**src/hw/rtl/mma_pkg.sv**
```systemverilog
package mma_pkg;

   localparam int MAX_DIM_DEFAULT = 64;

   localparam int OP_W   = 3;
   localparam int IDX_W  = 6;
   localparam int ELEM_W = 16;
   localparam int ACC_W  = 48;
   localparam int CSR_W  = 7;
   localparam int PROD_W = 2 * ELEM_W;
   localparam int D_SHIFT = 8;

   localparam logic [OP_W-1:0] OP_LOAD_A   = 3'd0;
   localparam logic [OP_W-1:0] OP_LOAD_B   = 3'd1;
   localparam logic [OP_W-1:0] OP_LOAD_D   = 3'd2;
   localparam logic [OP_W-1:0] OP_MULTIPLY = 3'd3;
   localparam logic [OP_W-1:0] OP_READ_D   = 3'd4;

   localparam logic KIND_DONE = 1'b0;
   localparam logic KIND_READ = 1'b1;

   localparam logic CSR_ROWS = 1'b0;
   localparam logic CSR_COLS = 1'b1;

   localparam logic [CSR_W-1:0] DIM_RESET = 7'd64;

   localparam logic signed [ACC_W-1:0] ACC_MAX = {1'b0, {(ACC_W-1){1'b1}}};
   localparam logic signed [ACC_W-1:0] ACC_MIN = {1'b1, {(ACC_W-1){1'b0}}};

   typedef struct packed {
      logic [OP_W-1:0]          operation;
      logic [IDX_W-1:0]         row_index;
      logic [IDX_W-1:0]         col_index;
      logic signed [ELEM_W-1:0] element_value;
   } req_type;

   typedef struct packed {
      logic                    result_kind;
      logic signed [ACC_W-1:0] acc_value;
      logic                    saturated;
   } rsp_type;

   // controller -> datapath
   typedef struct packed {
      logic load_a;
      logic load_b;
      logic load_d;
      logic read_d;
      logic mac_start;
      logic mac_valid;
      logic mac_first;
      logic mac_last;
      logic done;
   } cmd_type;

endpackage

```
**src/hw/rtl/mma_controller.sv**
```systemverilog
module mma_controller #(
   parameter int MAX_DIM = mma_pkg::MAX_DIM_DEFAULT,
   localparam int IW = $clog2(MAX_DIM),
   localparam int DW = $clog2(MAX_DIM + 1)
) (
   input  logic                         clock,
   input  logic                         reset,
   input  logic                         start,
   input  logic [mma_pkg::OP_W-1:0]     req_operation,
   output logic                         busy,
   input  logic                         csr_write_en,
   input  logic                         csr_index,
   input  logic [mma_pkg::CSR_W-1:0]    csr_data,
   output mma_pkg::cmd_type             cmd,
   output logic [IW-1:0]                cnt_i,
   output logic [IW-1:0]                cnt_k,
   output logic [IW-1:0]                cnt_j
);

   localparam int CW = (DW > mma_pkg::CSR_W) ? DW : mma_pkg::CSR_W;

   typedef enum logic [2:0] {
      ST_IDLE  = 3'b001,
      ST_RUN   = 3'b010,
      ST_DRAIN = 3'b100
   } state_type;

   state_type state_ff, state_in;
   logic [mma_pkg::CSR_W-1:0] rows_ff, rows_in;
   logic [mma_pkg::CSR_W-1:0] cols_ff, cols_in;
   logic [IW-1:0] i_ff, i_in, k_ff, k_in, j_ff, j_in;
   logic [1:0]    drain_ff, drain_in;

   logic [CW-1:0] rows_ext, cols_ext;
   logic [DW-1:0] rdim, cdim, rlast, clast;
   logic          accept, dims_zero, k_last, j_last, i_last;

   always_comb begin
      rows_ext = CW'(rows_ff);
      cols_ext = CW'(cols_ff);
      rdim = (rows_ext > CW'(MAX_DIM)) ? DW'(MAX_DIM) : DW'(rows_ext);
      cdim = (cols_ext > CW'(MAX_DIM)) ? DW'(MAX_DIM) : DW'(cols_ext);
      rlast = rdim - DW'(1);
      clast = cdim - DW'(1);
      dims_zero = (rdim == '0) || (cdim == '0);
      k_last = (DW'(k_ff) == rlast);
      j_last = (DW'(j_ff) == clast);
      i_last = (DW'(i_ff) == rlast);
   end

   assign busy   = (state_ff != ST_IDLE);
   assign accept = start && !busy;
   assign cnt_i  = i_ff;
   assign cnt_k  = k_ff;
   assign cnt_j  = j_ff;

   always_comb begin
      rows_in = rows_ff;
      cols_in = cols_ff;
      if (csr_write_en) begin
         unique case (csr_index)
            mma_pkg::CSR_ROWS: rows_in = csr_data;
            mma_pkg::CSR_COLS: cols_in = csr_data;
            default: ;
         endcase
      end
   end

   always_comb begin
      state_in = state_ff;
      i_in     = i_ff;
      k_in     = k_ff;
      j_in     = j_ff;
      drain_in = drain_ff;
      cmd      = '0;
      unique case (state_ff)
         ST_IDLE: begin
            if (accept) begin
               unique case (req_operation)
                  mma_pkg::OP_LOAD_A: cmd.load_a = 1'b1;
                  mma_pkg::OP_LOAD_B: cmd.load_b = 1'b1;
                  mma_pkg::OP_LOAD_D: cmd.load_d = 1'b1;
                  mma_pkg::OP_READ_D: cmd.read_d = 1'b1;
                  mma_pkg::OP_MULTIPLY: begin
                     cmd.mac_start = 1'b1;
                     i_in = '0;
                     k_in = '0;
                     j_in = '0;
                     drain_in = '0;
                     state_in = dims_zero ? ST_DRAIN : ST_RUN;
                  end
                  default: ;
               endcase
            end
         end
         ST_RUN: begin
            cmd.mac_valid = 1'b1;
            cmd.mac_first = (k_ff == '0);
            cmd.mac_last  = k_last;
            // k innermost: one output element accumulates over consecutive cycles
            if (!k_last) begin
               k_in = k_ff + IW'(1);
            end else begin
               k_in = '0;
               if (!j_last) begin
                  j_in = j_ff + IW'(1);
               end else begin
                  j_in = '0;
                  if (!i_last) begin
                     i_in = i_ff + IW'(1);
                  end else begin
                     drain_in = '0;
                     state_in = ST_DRAIN;
                  end
               end
            end
         end
         ST_DRAIN: begin
            // drain states: read data, product, accumulate; write-back lands in the last one
            drain_in = drain_ff + 2'd1;
            if (drain_ff == 2'd2) begin
               cmd.done = 1'b1;
               state_in = ST_IDLE;
            end
         end
         default: state_in = ST_IDLE;
      endcase
   end

   always_ff @(posedge clock) begin
      if (reset) begin
         state_ff <= ST_IDLE;
         rows_ff  <= mma_pkg::DIM_RESET;
         cols_ff  <= mma_pkg::DIM_RESET;
         i_ff     <= '0;
         k_ff     <= '0;
         j_ff     <= '0;
         drain_ff <= '0;
      end else begin
         state_ff <= state_in;
         rows_ff  <= rows_in;
         cols_ff  <= cols_in;
         i_ff     <= i_in;
         k_ff     <= k_in;
         j_ff     <= j_in;
         drain_ff <= drain_in;
      end
   end

endmodule

```
**config.mk**
```make
export PLATFORM = sky130hd
export DESIGN_NAME = mma_controller
export DESIGN_NICKNAME = d
export VERILOG_FILES = /design/src/hw/rtl/mma_pkg.sv /design/src/hw/rtl/mma_controller.sv
export SDC_FILE = /design/constraint.sdc
export NUM_CORES = 1
export LEC_CHECK = 0
export BUFFER_PORTS_ARGS = -buffer_cell sky130_fd_sc_hd__buf_4
export CAP_MARGIN = 20
export CORE_MARGIN = 1.5
export CORE_UTILIZATION = 51
export CTS_CLUSTER_DIAMETER = 50
export CTS_CLUSTER_SIZE = 25
export DETAILED_ROUTE_END_ITERATION = 8
export MAX_ROUTING_LAYER = met4
export PLACE_DENSITY = 0.78
export SETUP_SLACK_MARGIN = 0.05
export SLEW_MARGIN = 30
export SYNTH_ARGS = -nofsm -noshare
export SYNTH_HDL_FRONTEND = slang
export SYNTH_SLANG_ARGS = --single-unit
```
**constraint.sdc**
```tcl
create_clock -name clock -period 3 [get_ports clock]
set_clock_uncertainty 0.2 [all_clocks]
set_input_delay 0.15 -clock clock [delete_from_list [all_inputs] [get_ports clock]]
set_output_delay 0.15 -clock clock [all_outputs]
set_load 0.005 [all_outputs]
```
==> reports/results.txt <==
Clock Root Buffer - clkbuf_8
Mux cell area share after synthesis - 2.707%
Wirelength per Cell - 15.54 um
Diode count - 0
Max Clock Freq - 0.3258 GHz
Netlist cell types - 60
Hold Slack - 0.03621 ns
DR vias - 2641
Worst R2R Path Depth - 10
Failing checks - setup timing
EDFF count, synth - 0
Nets - 420
Crit path DAT - 3.11 ns
Cell Rows - 25
Reg-to-reg startpoint - rows_ext[6]
Syn Std Cell Area - 2589 um2
Max_cap viols - 0
Most common cell in the synthesized netlist - nand2_1
Post-synth top area cell - dfxtp_1
Clock sinks - 37
Worst-path clk slew - 0.08 ns
Slew HR - 44.71%
Worst hold path type - in2reg
Worst-margin pin slew - 0.8084 ns
Yosys reg bits - 37
CP Class - reg2reg
Synth area leaders - dfxtp_1 (29%), nand2_1 (6.2%), a21oi_1 (5.2%)
Ys flop type - dfxtp_1
Post-synth top cells - nand2_1 (43), dfxtp_1 (37), a21oi_1 (27)
VDD IR max - 0.0002907 V
Starting Density - 53.74%
Core ar. - 4817 um2
Fin. max-slew vios - 0
Iteration-0 DRC Markers - 155
Die Ht - 74.25 um
Die Span X - 74.25 um
Clock buffer depth - 2
Final Hold Vio Count - 0
Post-Route WL - 7225 um
Share of cells above drive strength 1 - 28.14%
RSZ-0062 raised after global routing - true
Layout fillers - 384
Crit path capture type - register
Core occupancy in the finished layout - 72.83%
Antenna violations before repair - 0
Simple-gate share of the synthesized area - 33.64%
PwrDens - 370.3 nW/um2
Final setup viols - 4
Reg-to-reg slack, setup - -0.07 ns
Pleak - 1.368 nW
Complex-gate fraction of the synthesized area - 18.75%
Clk_lat worst skew - 0.30 ns
Launch point of the worst path - rows_ext[6]
CP startpoint kind - register
Routability cong. - 0.8788
Port Buf Inserts - 42
First-pass GRT wire length - 10380 um
Drc violations - 0
Syn_nets - 352
Sequential-to-total area share from yosys stat - 28.61%
Largest family of logic cells by synthesized area - simple AND/OR/NAND/NOR gates
Ports - 43
Status - finished, violations left
DP HPWL - 4399 um
Period utilization - 102.3%
XOR/XNOR share of the synthesized area - 7.298%
Synth Instances - 329
Tmin final - 3.070 ns
H-tree levels - 2
Post-synth ARST share - 0%
Router iterations before antenna repair - 4
Vias in the first global route - 2316
Drt via density - 5.680
Area added between synthesis and finish - 35.52%
Hold Startpoint - reset
Total die area - 5512 um2
Largest net degree at the start of global routing - 35
Synth top area share - 28.61%
CTS tree - done
R2r endpoint - cnt_j[3]
YS warnings - 0
Syn_area_per_cell - 7.868 um2
ANT nets after route - 0
Post-synthesis adder-cell area fraction - 3.867%
Final WS setup - -0.06983 ns
Gr usage total - 25.08%
CP required - 3.04 ns
Total gr overflow - 0
CP Max Fanout - 7
Worst setup path end - cnt_j[3]
Num CTS Buffers - 5
==> worst max-delay path, stage by stage (launching register included) <==
cell,delay [ns]
dfxtp_4,0.37
nand2b_4,0.14
ha_4,0.17
or4b_1,0.43
o211ai_1,0.17
xor2_1,0.15
a2111oi_4,0.43
a21oi_4,0.15
buf_6,0.16
or4b_1,0.48
a21oi_1,0.14
==> how the worst min path moves through the flow <==
stage | endpoint | slack, ns | cells past startpoint
floorplan | rows_ext[6] | 0.07 | 2
global placement | rows_ext[6] | 0.20 | 3
detailed placement | rows_ext[6] | 0.20 | 3
CTS | cnt_k[1] | 0.02 | 2
global route | cnt_j[2] | 0.05 | 2
finish | cnt_k[1] | 0.04 | 2
==> what timing repair did <==
item	4_1_cts	5_1_grt
resized for setup	1	27
hold buffers	12	0
pin swaps	3	19
buffers inserted	3	14
setup endpoints to repair	5	12
hold endpoints to repair	13	0
==> power by group <==
group | internal [mW] | total, mW | switching [mW]
logic | 0.144 | 0.290 | 0.146
clock network | 0.271 | 0.468 | 0.198
registers | 0.512 | 0.541 | 0.0290
==> state kept, by name, indices dropped and copies added, names as in the netlist <==
name / count
state_ff: 3
drain_ff: 2
cols_ext: 7
cnt_j: 6
cnt_k: 6
rows_ext: 7
cnt_i: 6
==> through the flow <==
stage                     area (um2)  instances  power, mW  setup slack [ns]   TNS [ns]
final                           3508        465      1.299          -0.06983    -0.1796
after global routing            3508        465      1.348           -0.1246     -1.063
after CTS                       3302        453      1.277           0.05967          0
after detailed placement        3032        430     0.8010          -0.06945   -0.06945
after global placement          3032        430     0.7979           0.03804          0
after floorplan                 2656        329     0.7242         -0.005669  -0.005669
==> per-layer routing <==
layer  up-vias  part of all wire [%]  track usage, %
met5         -                     0               -
met4         0                   1.3           9.091
met3        12                   4.5           5.014
met2        72                    52           40.77
met1      1247                    42           30.79
li1       1310                     -               -
==> cell usage in the layout, fill, tap and decap left out, drive strengths merged, types with 3 or more instances in the layout <==
master	count
nor3	5
nand3	16
or3	6
dfxtp	37
xor2	12
nor2	25
and3	5
ha	8
buf	69
xnor2	7
nand2b	11
a2111oi	4
nand2	43
mux2i	7
a21boi	3
nor2b	12
a21oi	28
and2	3
o21ai	5
inv	8
nor3b	8
dlygate4sd3	12
a211oi	6
clkbuf	6
nor4	9
or4b	4
==> final cells by class <==
cell class              instances  area (um2)  area share [%]
clock buffers                   6       82.58           2.354
clock inverters                 2       37.54           1.070
inverters                       8       30.03          0.8559
multi-input cells             263        1858           52.96
flip-flops and latches         37       750.7           21.40
well taps                      67       83.83           2.389
repair buffers                 82       665.6           18.97
==> cell families after synthesis <==
family / count (synthesis)
flops: 37
buf+inv: 29
xor+xnor: 20
simple gates: 159
compound gates: 69
fa+ha+maj: 8
mux: 7
(Power assumes the default switching activity.)
